===== src/crtc_pkg.sv =====
// Shared types, register codes and small constant-divide helpers for the
// cartridge real-time clock. No dependencies.
package crtc_pkg;

    // Field limits of the time-of-day count.
    localparam int SecsPerMin  = 60;
    localparam int MinsPerHour = 60;
    localparam int HoursPerDay = 24;

    // Item actions.
    typedef enum logic [1:0] {
        ACT_TICK  = 2'd0,
        ACT_LATCH = 2'd1,
        ACT_READ  = 2'd2,
        ACT_WRITE = 2'd3
    } t_action;

    // Register select codes.
    localparam logic [2:0] REG_SEC     = 3'd0;
    localparam logic [2:0] REG_MIN     = 3'd1;
    localparam logic [2:0] REG_HOUR    = 3'd2;
    localparam logic [2:0] REG_DAY_LO  = 3'd3;
    localparam logic [2:0] REG_CONTROL = 3'd4;

    // Control byte layout and the value returned for an unknown register.
    localparam int         CTRL_DAY8_BIT = 0;
    localparam int         CTRL_HALT_BIT = 6;
    localparam logic [7:0] RDATA_INVALID = 8'hFF;

    // Live or latched count, held as separate time fields.
    typedef struct packed {
        logic [8:0] day;
        logic [4:0] hour;
        logic [5:0] min;
        logic [5:0] sec;
    } t_time;

    // Command from the execute stage to the counter.
    typedef struct packed {
        logic       tick;
        logic       write;
        logic [2:0] sel;
        logic [7:0] wdata;
    } t_cmd;

    // Quotient of an 8-bit value by 60, from independent threshold compares.
    function automatic logic [2:0] div60(input logic [7:0] v);
        logic [2:0] q;
        q = '0;
        for (int k = 1; k <= 4; k++) begin
            if (v >= 8'(k * SecsPerMin)) q = q + 3'd1;
        end
        return q;
    endfunction

    // Quotient of an 8-bit value by 24, from independent threshold compares.
    function automatic logic [3:0] div24(input logic [7:0] v);
        logic [3:0] q;
        q = '0;
        for (int k = 1; k <= 10; k++) begin
            if (v >= 8'(k * HoursPerDay)) q = q + 4'd1;
        end
        return q;
    endfunction

endpackage


===== src/crtc_counter.sv =====
// Live time count and halt flag of the real-time clock: second ticks and
// field writes with carry into the higher fields. Depends on crtc_pkg.
module crtc_counter (
    input  logic             i_clk,
    input  logic             i_rst_n,
    input  crtc_pkg::t_cmd   i_cmd,
    output crtc_pkg::t_time  o_time,
    output logic             o_halted
);

    crtc_pkg::t_time r_time, n_time;
    logic            r_halted, n_halted;

    // Quotients and remainders of the written value.
    logic [2:0] q60;
    logic [3:0] q24;
    logic [7:0] rem60, rem24;
    logic [6:0] min_sum;
    logic [5:0] hour_sum;
    logic       min_carry, hour_carry;

    always_comb begin
        q60   = crtc_pkg::div60(i_cmd.wdata);
        q24   = crtc_pkg::div24(i_cmd.wdata);
        rem60 = i_cmd.wdata - 8'(8'(q60) * 8'(crtc_pkg::SecsPerMin));
        rem24 = i_cmd.wdata - 8'(8'(q24) * 8'(crtc_pkg::HoursPerDay));
    end

    // Next count: a tick advances by one second unless halted; a write replaces one
    // field and lets any excess spill into the fields above, the day count wrapping at 512.
    always_comb begin
        n_time     = r_time;
        n_halted   = r_halted;
        min_sum    = '0;
        hour_sum   = '0;
        min_carry  = 1'b0;
        hour_carry = 1'b0;
        if (i_cmd.tick && !r_halted) begin
            if (r_time.sec == 6'(crtc_pkg::SecsPerMin - 1)) begin
                n_time.sec = '0;
                if (r_time.min == 6'(crtc_pkg::MinsPerHour - 1)) begin
                    n_time.min = '0;
                    if (r_time.hour == 5'(crtc_pkg::HoursPerDay - 1)) begin
                        n_time.hour = '0;
                        n_time.day  = r_time.day + 9'd1;
                    end else begin
                        n_time.hour = r_time.hour + 5'd1;
                    end
                end else begin
                    n_time.min = r_time.min + 6'd1;
                end
            end else begin
                n_time.sec = r_time.sec + 6'd1;
            end
        end else if (i_cmd.write) begin
            unique case (i_cmd.sel)
                crtc_pkg::REG_SEC: begin
                    n_time.sec  = rem60[5:0];
                    min_sum     = 7'(r_time.min) + 7'(q60);
                    min_carry   = min_sum >= 7'(crtc_pkg::MinsPerHour);
                    n_time.min  = min_carry ? 6'(min_sum - 7'(crtc_pkg::MinsPerHour))
                                            : min_sum[5:0];
                    hour_sum    = 6'(r_time.hour) + 6'(min_carry);
                    hour_carry  = hour_sum >= 6'(crtc_pkg::HoursPerDay);
                    n_time.hour = hour_carry ? 5'(hour_sum - 6'(crtc_pkg::HoursPerDay))
                                             : hour_sum[4:0];
                    n_time.day  = r_time.day + 9'(hour_carry);
                end
                crtc_pkg::REG_MIN: begin
                    n_time.min  = rem60[5:0];
                    hour_sum    = 6'(r_time.hour) + 6'(q60);
                    hour_carry  = hour_sum >= 6'(crtc_pkg::HoursPerDay);
                    n_time.hour = hour_carry ? 5'(hour_sum - 6'(crtc_pkg::HoursPerDay))
                                             : hour_sum[4:0];
                    n_time.day  = r_time.day + 9'(hour_carry);
                end
                crtc_pkg::REG_HOUR: begin
                    n_time.hour = rem24[4:0];
                    n_time.day  = r_time.day + 9'(q24);
                end
                crtc_pkg::REG_DAY_LO: begin
                    n_time.day[7:0] = i_cmd.wdata;
                end
                crtc_pkg::REG_CONTROL: begin
                    n_time.day[8] = i_cmd.wdata[crtc_pkg::CTRL_DAY8_BIT];
                    n_halted      = i_cmd.wdata[crtc_pkg::CTRL_HALT_BIT];
                end
                default: begin
                    n_time = r_time;
                end
            endcase
        end
    end

    // Count and halt flag registers.
    always_ff @(posedge i_clk) begin
        if (!i_rst_n) begin
            r_time   <= '0;
            r_halted <= 1'b0;
        end else begin
            r_time   <= n_time;
            r_halted <= n_halted;
        end
    end

    assign o_time   = r_time;
    assign o_halted = r_halted;

endmodule


===== src/cartridge_rtc_registers.sv =====
// Top level of the cartridge real-time clock register block: input register,
// latched copy, read select and result register. Depends on crtc_pkg, crtc_counter.
//
//   channel | direction | handshake                  | payload
//   --------+-----------+----------------------------+--------------------------------
//   in      | to block  | i_in_valid / o_in_stall    | i_action, i_reg_select, i_wdata
//   out     | from block| o_out_valid / i_out_stall  | o_rdata
//
// One item is taken every cycle unless a stall holds it. An item is held in the input
// register and executed there; a read result then goes through the result register
// to the output. Only a read meeting a full, stalled result register waits.
// Synchronous active-low reset clears the count, latched copy and halt flag.
module cartridge_rtc_registers (
    input  logic       i_clk,
    input  logic       i_rst_n,
    input  logic       i_in_valid,
    output logic       o_in_stall,
    input  logic [1:0] i_action,
    input  logic [2:0] i_reg_select,
    input  logic [7:0] i_wdata,
    output logic       o_out_valid,
    input  logic       i_out_stall,
    output logic [7:0] o_rdata
);

    logic                r_in_valid;
    crtc_pkg::t_action   r_action;
    logic [2:0]          r_sel;
    logic [7:0]          r_wdata;
    crtc_pkg::t_time     r_latched;
    logic                r_out_valid;
    logic [7:0]          r_rdata;
    logic [7:0]          n_rdata;

    crtc_pkg::t_cmd      cmd;
    crtc_pkg::t_time     live_time;
    logic                halted;
    logic                is_read;
    logic                fire;

    // The held item executes unless it is a read and the result slot is blocked.
    assign is_read    = r_action == crtc_pkg::ACT_READ;
    assign fire       = r_in_valid && !(is_read && r_out_valid && i_out_stall);
    assign o_in_stall = r_in_valid && !fire;

    // Input register.
    always_ff @(posedge i_clk) begin
        if (!i_rst_n) begin
            r_in_valid <= 1'b0;
        end else if (!o_in_stall) begin
            r_in_valid <= i_in_valid;
        end
    end

    always_ff @(posedge i_clk) begin
        if (!o_in_stall) begin
            r_action <= crtc_pkg::t_action'(i_action);
            r_sel    <= i_reg_select;
            r_wdata  <= i_wdata;
        end
    end

    // Command to the live counter.
    always_comb begin
        cmd.tick  = fire && (r_action == crtc_pkg::ACT_TICK);
        cmd.write = fire && (r_action == crtc_pkg::ACT_WRITE);
        cmd.sel   = r_sel;
        cmd.wdata = r_wdata;
    end

    crtc_counter u_counter (
        .i_clk    (i_clk),
        .i_rst_n  (i_rst_n),
        .i_cmd    (cmd),
        .o_time   (live_time),
        .o_halted (halted)
    );

    // Latched copy of the live count.
    always_ff @(posedge i_clk) begin
        if (!i_rst_n) begin
            r_latched <= '0;
        end else if (fire && (r_action == crtc_pkg::ACT_LATCH) && r_wdata[0]) begin
            r_latched <= live_time;
        end
    end

    // Read select from the latched count; the halt bit is the current flag.
    always_comb begin
        n_rdata = crtc_pkg::RDATA_INVALID;
        unique case (r_sel)
            crtc_pkg::REG_SEC:     n_rdata = 8'(r_latched.sec);
            crtc_pkg::REG_MIN:     n_rdata = 8'(r_latched.min);
            crtc_pkg::REG_HOUR:    n_rdata = 8'(r_latched.hour);
            crtc_pkg::REG_DAY_LO:  n_rdata = r_latched.day[7:0];
            crtc_pkg::REG_CONTROL: begin
                n_rdata = '0;
                n_rdata[crtc_pkg::CTRL_DAY8_BIT] = r_latched.day[8];
                n_rdata[crtc_pkg::CTRL_HALT_BIT] = halted;
            end
            default:               n_rdata = crtc_pkg::RDATA_INVALID;
        endcase
    end

    // Result register; it drains on a transfer and reloads on a read.
    always_ff @(posedge i_clk) begin
        if (!i_rst_n) begin
            r_out_valid <= 1'b0;
        end else if (fire && is_read) begin
            r_out_valid <= 1'b1;
        end else if (!i_out_stall) begin
            r_out_valid <= 1'b0;
        end
    end

    always_ff @(posedge i_clk) begin
        if (fire && is_read) begin
            r_rdata <= n_rdata;
        end
    end

    assign o_out_valid = r_out_valid;
    assign o_rdata     = r_rdata;

endmodule

===== config.mk =====
export PLATFORM = sky130hd
export DESIGN_NAME = cartridge_rtc_registers
export DESIGN_NICKNAME = d
export VERILOG_FILES = /design/src/crtc_pkg.sv /design/src/crtc_counter.sv /design/src/cartridge_rtc_registers.sv
export SDC_FILE = /design/constraint.sdc
export NUM_CORES = 1
export LEC_CHECK = 0
export ABC_AREA = 1
export BUFFER_PORTS_ARGS = -buffer_cell sky130_fd_sc_hd__buf_2
export CORE_MARGIN = 10
export CORE_UTILIZATION = 25
export DETAILED_ROUTE_END_ITERATION = 8
export MAX_ROUTING_LAYER = met4
export SLEW_MARGIN = 20
export SYNTH_ARGS = -nofsm -noshare
export SYNTH_HDL_FRONTEND = slang
export SYNTH_SLANG_ARGS = --single-unit

===== constraint.sdc =====
create_clock -name i_clk -period 6.85 [get_ports i_clk]
set_clock_uncertainty 0.2 [all_clocks]
set_input_delay 1.37 -clock i_clk [delete_from_list [all_inputs] [get_ports i_clk]]
set_output_delay 1.37 -clock i_clk [all_outputs]
set_load 0.02 [all_outputs]

==> metrics.log, run 1 <==
[metrics] clock share of power: between 30% and 40%
[metrics] outcome: finished, final reports clean
[metrics] kind of start point of the critical path: register
[metrics] endpoint type of the worst setup path: register
[metrics] post-route ant nets: 0
[metrics] Internal Pwr Total: approximately 0.93 mW
[metrics] largest fanout on the critical path: 5
[metrics] fraction of synthesized cell area taken by the top area cell type: 18.9%
[metrics] Hold Vio Cnt, Final: 0
[metrics] pre-CTS setup slack: ~0.24 ns
[metrics] Top-Level Pins: 27
[metrics] most instantiated library cell after synthesis: sky130_fd_sc_hd__nand2_1
[metrics] standard cell core area: approximately 0.023 sq mm
[metrics] slowest cell delay on critical path: around 0.45 ns
[metrics] ratio of total power to cell area: between 200 and 250 mW/mm^2
[metrics] Synth Flop Type: sky130_fd_sc_hd__dfxtp_1
[metrics] Area Overhead vs Synth: 17.1%
[metrics] flip-flop and latch count after synthesis: between 70 and 80
[metrics] antenna violations before repair: 0
[metrics] most used cell along the critical path: sky130_fd_sc_hd__nand2_1
[metrics] Worst-Skew Late Latency: roughly 0.35 ns
[metrics] CTS tree: built
[metrics] standard-cell rows: 55
[metrics] cell count after placement: roughly 1,200
[metrics] Post-synth ARST share: 0%
[metrics] clock tree root buffer cell: sky130_fd_sc_hd__clkbuf_16
[metrics] first-iteration detailed-routing DRC count: between 500 and 600
[metrics] portion of the clock cycle consumed by the worst path in the final layout: 92.9%
[metrics] Lkg Pwr: 2.91 nW
[metrics] time the final worst path needs with I/O delays and setup: 6.36 ns
[metrics] number of buffers created by CTS: 9
[metrics] CP max-delay cell: sky130_fd_sc_hd__edfxtp_1
[metrics] Detail Placement HPWL: approximately 13,000 um
[metrics] H-tree depth: 3
[metrics] number of nets at the end of the flow: around 900
[metrics] final std cells w/o fill: ~1,200
[metrics] EDFF count, synth: 21
[metrics] number of filler instances in the final layout: around 2,500
[metrics] Mapped Cells: approximately 830
[metrics] Rel. slew slack: 41.5%
[metrics] final estimated routing congestion in global placement: just under 0.9
[metrics] via count: approximately 5,700
[metrics] post-detailed-route DRC marker count: 0
[metrics] Yosys warning total: 0
[metrics] data required time at the worst endpoint: 6.89 ns
[metrics] DR WL/cell: between 10 and 15 um
[metrics] Peak VDD IR: ~0.00011 V
[metrics] total power consumption of the routed design: around 1.4 mW
[metrics] most instantiated cells after synthesis: 149 x sky130_fd_sc_hd__nand2_1, 103 x sky130_fd_sc_hd__inv_1, 88 x sky130_fd_sc_hd__nor2_1
[metrics] Distinct cells, synth: 53
[metrics] Total Wirelength: roughly 17,000 um
[metrics] starting density of the core: between 20% and 30%
[metrics] max-slew violation total from the final report: 0
[metrics] fraction of power consumed by sequential logic: between 30% and 40%
[metrics] number of buffers inserted by port buffering: 26
[metrics] Post-Syn Area: approximately 0.006 sq mm
[metrics] clock transition at the register clock pins on the worst setup and hold paths after CTS: ~0.070 ns
[metrics] net count of the mapped netlist: 891
[metrics] summed negative setup slack over all endpoints: 0 ns
[metrics] die outline area: between 0.02 and 0.03 sq mm
[metrics] RSZ-0062 raised after global routing: no
[metrics] proportion of synthesized chip area in sequential cells: between 20% and 30%
[metrics] worst-case setup margin in the final layout: about 0.49 ns
[metrics] Setup-failing EPs final: 0
[metrics] first-pass GRT wire length: about 28,000 um
[metrics] post-synth top area cell: sky130_fd_sc_hd__dfxtp_1
[metrics] y dimension of the die: between 150 and 200 um
[metrics] Setup CP Type: reg2reg
[metrics] Hold WC Path Type: reg2reg
[metrics] vias per inst: 4.86
[metrics] clk buf depth: 2
[metrics] number of optimization iterations in the first detailed-route pass: 5
[metrics] achievable clock frequency: between 150 and 200 MHz
[metrics] cell area after layout: between 0.006 and 0.007 sq mm
[metrics] Horiz. Die Dim: about 170 um
[metrics] All-Layer GR Usage: between 10 and 15%
[metrics] Synth area leaders: sky130_fd_sc_hd__dfxtp_1 19%, sky130_fd_sc_hd__edfxtp_1 11%, sky130_fd_sc_hd__nand2_1 9.6%
[metrics] Post-DP Area: ~0.0064 sq mm
[metrics] final antenna diode count: 0
[metrics] data arrival time of the critical path: approximately 6.4 ns
[metrics] number of max-cap violations: 0
[metrics] largest net degree at the start of global routing: 39
[metrics] register cell area after layout: approximately 0.0017 sq mm
[metrics] grt ovf: 0
[metrics] share of total power consumed by net switching: roughly 32%
[metrics] Mapped Avg Cell Area: around 7.0 sq um
[metrics] Comb power frac: 27.0%
[metrics] area of combinational cells with multiple inputs: approximately 0.0037 sq mm
[metrics] vias in the first global route: ~5,500
[metrics] number of clock sinks seen by CTS: 76
[metrics] Hold-fix buffers, CTS: 0
[metrics] proportion of layout cells with a drive suffix above 1: between 10% and 20%
[metrics] slew at the pin with the worst max-slew slack: around 0.87 ns
[metrics] Psw: 0.447 mW
[metrics by stage]
step	hold WS, ns	util [%]
after floorplan	0.267	-
after global placement	0.288	27.9
after detailed placement	0.299	28.0
after CTS	0.316	29.3
after global routing	0.351	30.0
final	0.314	30.0
[logic make-up after synthesis]
kind of cell               Yosys count  synth area share, %
adders and majority gates           45                 10.3
xor gates and xnor gates            35                 5.51
buffers and inverters              136                 8.82
AOI/OAI and AO/OA                  194                 19.8
DFF                                 76                 29.7
and+or+nand+nor                    343                 25.9
[power groups by stage]
stage / registers [mW] / clock network [mW] / logic (mW)
2_1_floorplan: 0.496 / 0 / 0.265
3_3_place_gp: 0.501 / 0 / 0.356
3_5_place_dp: 0.501 / 0 / 0.360
4_1_cts: 0.491 / 0.523 / 0.362
5_1_grt: 0.493 / 0.540 / 0.424
6_report: 0.491 / 0.516 / 0.373
[area by class of cell]
class / count / area share, %
inverter: 115 / 6.34
tap: 313 / 5.73
multi-input combinational: 617 / 53.9
sequential: 76 / 25.4
clock buffer: 10 / 3.35
clock inverter: 6 / 1.30
timing repair buffer: 45 / 3.99
[state kept, by name (all words and copies together) (netlist names)]
name	cells
r_latched	26
o_rdata	8
u_counter.o_halted	1
u_counter.o_time	26
r_wdata	8
r_sel	3
o_out_valid	1
r_in_valid	1
r_action	2
[worst paths after layout]
| kind | cells after the start | startpoint | slack, ns | end |
|---|---|---|---|---|
| max reg2reg | 38 | r_wdata[4]$_DFFE_PN_ | 0.49 | u_counter.o_time[25]$_SDFFE_PN0P_ |
| min reg2reg | 2 | u_counter.o_time[3]$_SDFFE_PN0P_ | 0.31 | u_counter.o_time[3]$_SDFFE_PN0P_ |
| max | 38 | r_wdata[4]$_DFFE_PN_ | 0.49 | u_counter.o_time[25]$_SDFFE_PN0P_ |
| min | 2 | u_counter.o_time[3]$_SDFFE_PN0P_ | 0.31 | u_counter.o_time[3]$_SDFFE_PN0P_ |
[per-layer routing]
layer  global-route usage [%]  vias to the layer above  wire [um]
li1                         -                     2888          -
met5                        -                        -          0
met2                     19.4                      150       8330
met4                     4.31                        0        395
met1                     13.7                     2674       7630
met3                     1.46                       31        696
[critical path: cells and delay by family, from the launching register on]
| family | cells | cell delay, ns |
|---|---|---|
| compound gates | 6 | 1.01 |
| fa+ha+maj | 6 | 1.74 |
| buf+inv | 5 | 0.38 |
| flops | 1 | 0.45 |
| simple gates | 21 | 2.48 |
[placed cells by master (no fill, tap or decap), types with 4 or more instances in the layout]
cell	n
sky130_fd_sc_hd__a21oi_1	52
sky130_fd_sc_hd__nand3_2	5
sky130_fd_sc_hd__nor2_1	85
sky130_fd_sc_hd__nand2_1	148
sky130_fd_sc_hd__dfxtp_1	55
sky130_fd_sc_hd__a211oi_1	4
sky130_fd_sc_hd__edfxtp_1	21
sky130_fd_sc_hd__o211ai_1	7
sky130_fd_sc_hd__nand2_2	7
sky130_fd_sc_hd__xor2_1	22
sky130_fd_sc_hd__xnor2_1	10
sky130_fd_sc_hd__inv_2	10
sky130_fd_sc_hd__buf_2	26
sky130_fd_sc_hd__o22ai_1	7
sky130_fd_sc_hd__clkbuf_16	9
sky130_fd_sc_hd__ha_1	38
sky130_fd_sc_hd__a221oi_1	9
sky130_fd_sc_hd__a31oi_1	12
sky130_fd_sc_hd__nor3_1	10
sky130_fd_sc_hd__a22oi_1	5
sky130_fd_sc_hd__inv_1	103
sky130_fd_sc_hd__o21ai_0	72
sky130_fd_sc_hd__buf_4	19
sky130_fd_sc_hd__nand3_1	47
sky130_fd_sc_hd__or2_2	8
sky130_fd_sc_hd__fa_1	4
sky130_fd_sc_hd__nand4_1	17
[what timing repair did]
| item | CTS | global route |
|---|---|---|
| buffers inserted | 0 | 10 |
| resized for setup | 0 | 16 |
| setup endpoints to repair | 0 | 8 |
(Power assumes the default switching activity.)
==> run 2: changes to the inputs <==
--- a/config.mk
+++ b/config.mk
@@ -5,12 +5,12 @@
 export SDC_FILE = /design/constraint.sdc
 export NUM_CORES = 1
 export LEC_CHECK = 0
-export ABC_AREA = 1
 export BUFFER_PORTS_ARGS = -buffer_cell sky130_fd_sc_hd__buf_2
 export CORE_MARGIN = 10
 export CORE_UTILIZATION = 25
 export DETAILED_ROUTE_END_ITERATION = 8
 export MAX_ROUTING_LAYER = met4
+export SETUP_SLACK_MARGIN = 0.15
 export SLEW_MARGIN = 20
 export SYNTH_ARGS = -nofsm -noshare
 export SYNTH_HDL_FRONTEND = slang
==> run 2 against run 1 <==
Net effect: setup slack worse by 0.28 ns; utilization grew 0.11 points; register-to-register slack got worse by 0.28 ns; flip-flop and latch count unchanged; highest routed layer unchanged; largest power group unchanged; non-clock buffer count grew 29; final cell count up 1.3%.
==> metrics.log, run 2 <==
[metrics] outcome: finished, final reports clean
[metrics] post-synth top area cell: sky130_fd_sc_hd__dfxtp_1
[metrics] final estimated routing congestion in global placement: 0.913
[metrics] vias per inst: 5.25
[metrics] All-Layer GR Usage: about an eighth
[metrics] cell count after placement: between 1,000 and 1,500
[metrics] largest fanout on the critical path: 5
[metrics] proportion of layout cells with a drive suffix above 1: about 16%
[metrics] standard-cell rows: a little under 60
[metrics] ratio of total power to cell area: 192 mW/mm^2
[metrics] leading cell type in the layout, fill and taps excluded: sky130_fd_sc_hd__nand2_1
[metrics] time the final worst path needs with I/O delays and setup: ~6.6 ns
[metrics] number of buffers inserted by port buffering: 26
[metrics] Mapped Avg Cell Area: 7.62 sq um
[metrics] clock tree root buffer cell: sky130_fd_sc_hd__clkbuf_16
[metrics] Post-Syn Area: between 0.006 and 0.007 sq mm
[metrics] achievable clock frequency: 151 MHz
[metrics] CTS tree: built
[metrics] die outline area: around 0.032 sq mm
[metrics] max-slew violation total from the final report: 0
[metrics] internal reg-to-reg setup slack: ~0.21 ns
[metrics] proportion of synthesized chip area in sequential cells: a little over a quarter
[metrics] Setup CP Type: reg2reg
[metrics] endpoint type of the worst setup path: register
[metrics] slowest cell delay on critical path: 0.46 ns
[metrics] post-route ant nets: 0
[metrics] number of optimization iterations in the first detailed-route pass: 5
[metrics] via count: 6,286
[metrics] leading cell types in the layout, fill and taps excluded: 119 x sky130_fd_sc_hd__nand2_1, 78 x sky130_fd_sc_hd__a21oi_1, 60 x sky130_fd_sc_hd__nor2_1
[metrics] number of max-cap violations: 0
[metrics] Synth area leaders: sky130_fd_sc_hd__dfxtp_1 17%, sky130_fd_sc_hd__edfxtp_1 9.9%, sky130_fd_sc_hd__ha_1 7.9%
[metrics] Psw: ~0.45 mW
[metrics] Worst R2R Start: r_wdata[4]$_DFFE_PN_
[metrics] antenna violations before repair: 0
[metrics] Detail Placement HPWL: between 10,000 and 15,000 um
[metrics] FF-to-FF End: u_counter.o_time[23]$_SDFFE_PN0P_
[metrics] CP max-delay cell: sky130_fd_sc_hd__edfxtp_1
[metrics] kind of start point of the critical path: register
[metrics] Area Overhead vs Synth: 18.8%
[metrics] y dimension of the die: about 180 um
[metrics] Post-synth ARST share: 0%
[metrics] vias in the first global route: between 5,000 and 6,000
[metrics] share of total power consumed by net switching: between 30% and 40%
[metrics] starting density of the core: roughly a quarter
[metrics] portion of the clock cycle consumed by the worst path in the final layout: a little over nine tenths
[metrics] Yosys warning total: 0
[metrics] fraction of power consumed by sequential logic: approximately a third
[metrics] Synth Flop Type: sky130_fd_sc_hd__dfxtp_1
[metrics] Hold WC Path Type: reg2reg
[metrics] Top-Level Pins: 27
[metrics] most used cell along the critical path: sky130_fd_sc_hd__buf_4
[metrics] Total Wirelength: 19,300 um
[metrics] number of clock sinks seen by CTS: between 70 and 80
[metrics] clk buf depth: 2
[metrics] Horiz. Die Dim: between 150 and 200 um
[metrics] worst min-delay path startpoint: r_latched[13]$_SDFFE_PN0P_
[metrics] standard cell core area: around 0.025 sq mm
[metrics] buffers plus inverters on the worst setup path: 7
[metrics] clock share of power: 37.8%
[metrics] flip-flop and latch count after synthesis: 76
[metrics] DR WL/cell: between 15 and 20 um
[metrics] first-pass GRT wire length: about 31,000 um
[metrics] capture endpoint of the worst hold path: r_latched[13]$_SDFFE_PN0P_
[metrics] data arrival time of the critical path: about 6.7 ns
[metrics] hold path cells: 2
[metrics] CP top delay family: compound AO/OA/AOI/OAI gates
[metrics] data required time at the worst endpoint: just under 7 ns
[metrics] slew at the pin with the worst max-slew slack: between 1 and 1.5 ns
[metrics] number of filler instances in the final layout: 2,696
[metrics] EDFF count, synth: 21
[metrics] final std cells w/o fill: around 1,200
[metrics] most instantiated cells after synthesis: 120 x sky130_fd_sc_hd__nand2_1, 82 x sky130_fd_sc_hd__a21oi_1, 62 x sky130_fd_sc_hd__nor2_1
[metrics] final antenna diode count: 0
[metrics] number of buffers created by CTS: 9
[metrics] minimum hold slack: 0.254 ns
[metrics] Lkg Pwr: 2.94 nW
[metrics] R2R depth: 41
[metrics] Rel. slew slack: between 20% and 30%
[metrics] Distinct cells, synth: 75
[metrics] Setup-failing EPs final: 0
[metrics] first-iteration detailed-routing DRC count: 641
[metrics] Internal Pwr Total: 0.996 mW
[metrics] Mapped Cells: 834
[metrics] Peak VDD IR: 0.000113 V
[metrics] post-detailed-route DRC marker count: 0
[metrics] Comb power frac: 28.8%
[metrics] H-tree depth: 3
[metrics] fraction of synthesized cell area taken by the top area cell type: 17.3%
[metrics] net count of the mapped netlist: about 900
[metrics] largest net degree at the start of global routing: 35
[metrics] Worst-Skew Late Latency: 0.36 ns
[metrics] clock transition at the register clock pins on the worst setup and hold paths after CTS: approximately 0.08 ns
[metrics] most instantiated library cell after synthesis: sky130_fd_sc_hd__nand2_1
[metrics] grt ovf: 0
[metrics] Hold-fix buffers, CTS: 0
[metrics] Hold Vio Cnt, Final: 0
[metrics] RSZ-0062 raised after global routing: yes
[metrics] number of nets at the end of the flow: 924
run 2: kinds of logic after synthesis:
kind of cell    count (synthesis)  synth area share [%]
xor+xnor                       51                  7.38
flops                          76                  27.2
buf+inv                        94                  5.77
mux                            14                  2.32
compound gates                256                  25.8
simple gates                  297                  21.9
fa+ha+maj                      46                  9.60
run 2: how the worst max path moves through the flow:
| stage | from | to | slack (ns) | cells after the start |
|---|---|---|---|---|
| 6_report | r_wdata[4]$_DFFE_PN_ | u_counter.o_time[23]$_SDFFE_PN0P_ | 0.21 | 41 |
| 5_1_grt | r_wdata[4]$_DFFE_PN_ | u_counter.o_time[23]$_SDFFE_PN0P_ | -0.26 | 39 |
| 4_1_cts | r_wdata[4]$_DFFE_PN_ | u_counter.o_time[25]$_SDFFE_PN0P_ | 0.17 | 38 |
| 3_5_place_dp | r_wdata[4]$_DFFE_PN_ | u_counter.o_time[23]$_SDFFE_PN0P_ | -0.0002 | 37 |
| 3_3_place_gp | r_wdata[4]$_DFFE_PN_ | u_counter.o_time[23]$_SDFFE_PN0P_ | 0.11 | 37 |
| 2_1_floorplan | r_wdata[3]$_DFFE_PN_ | u_counter.o_time[23]$_SDFFE_PN0P_ | 0.15 | 40 |
run 2: worst min-delay path, cell delays in order, from the launching register on:
cell and delay, ns:
sky130_fd_sc_hd__dfxtp_1 0.31, sky130_fd_sc_hd__nand2_1 0.05, sky130_fd_sc_hd__a21oi_1 0.05
run 2: routing by layer:
layer	wire length [um]	GRT usage, %
met5	0	-
met2	9550	20.0
met4	648	4.96
met3	751	1.79
met1	8380	13.8
run 2: layout make-up:
class                           count  area (sq um)  share of cell area [%]
Inverter                           37           151                    2.00
Clock buffer                       10           239                    3.16
Clock inverter                      6          96.3                    1.28
Tap cell                          330           413                    5.46
Multi-Input combinational cell    664          4430                    58.6
Sequential cell                    76          1730                    22.9
Timing Repair Buffer               74           494                    6.54
run 2: repair_timing:
| action | 4_1_cts | 5_1_grt |
|---|---|---|
| setup endpoints to repair | 3 | 7 |
| gates resized for setup | 3 | 21 |
| setup buffers | 10 | 7 |
| pin swaps | 7 | 28 |
run 2: stage by stage:
step	total power [mW]	cell area, sq um	setup WS, ns	TNS (ns)	util, %
global placement	0.860	6990	0.109	0	27.8
global route	1.51	7560	-0.255	-0.849	30.1
CTS	1.43	7420	0.175	0	29.5
floorplan	0.769	6490	0.154	0	-
detailed placement	0.864	6990	-0.000170	-0.000170	27.8
finish	1.45	7560	0.209	0	30.1
run 2: power by group through the flow:
stage	Combinational [mW]	Clock [mW]	Sequential, mW
6_report	0.418	0.548	0.484
5_1_grt	0.459	0.571	0.485
4_1_cts	0.390	0.556	0.483
3_5_place_dp	0.370	0	0.493
3_3_place_gp	0.367	0	0.493
2_1_floorplan	0.280	0	0.489
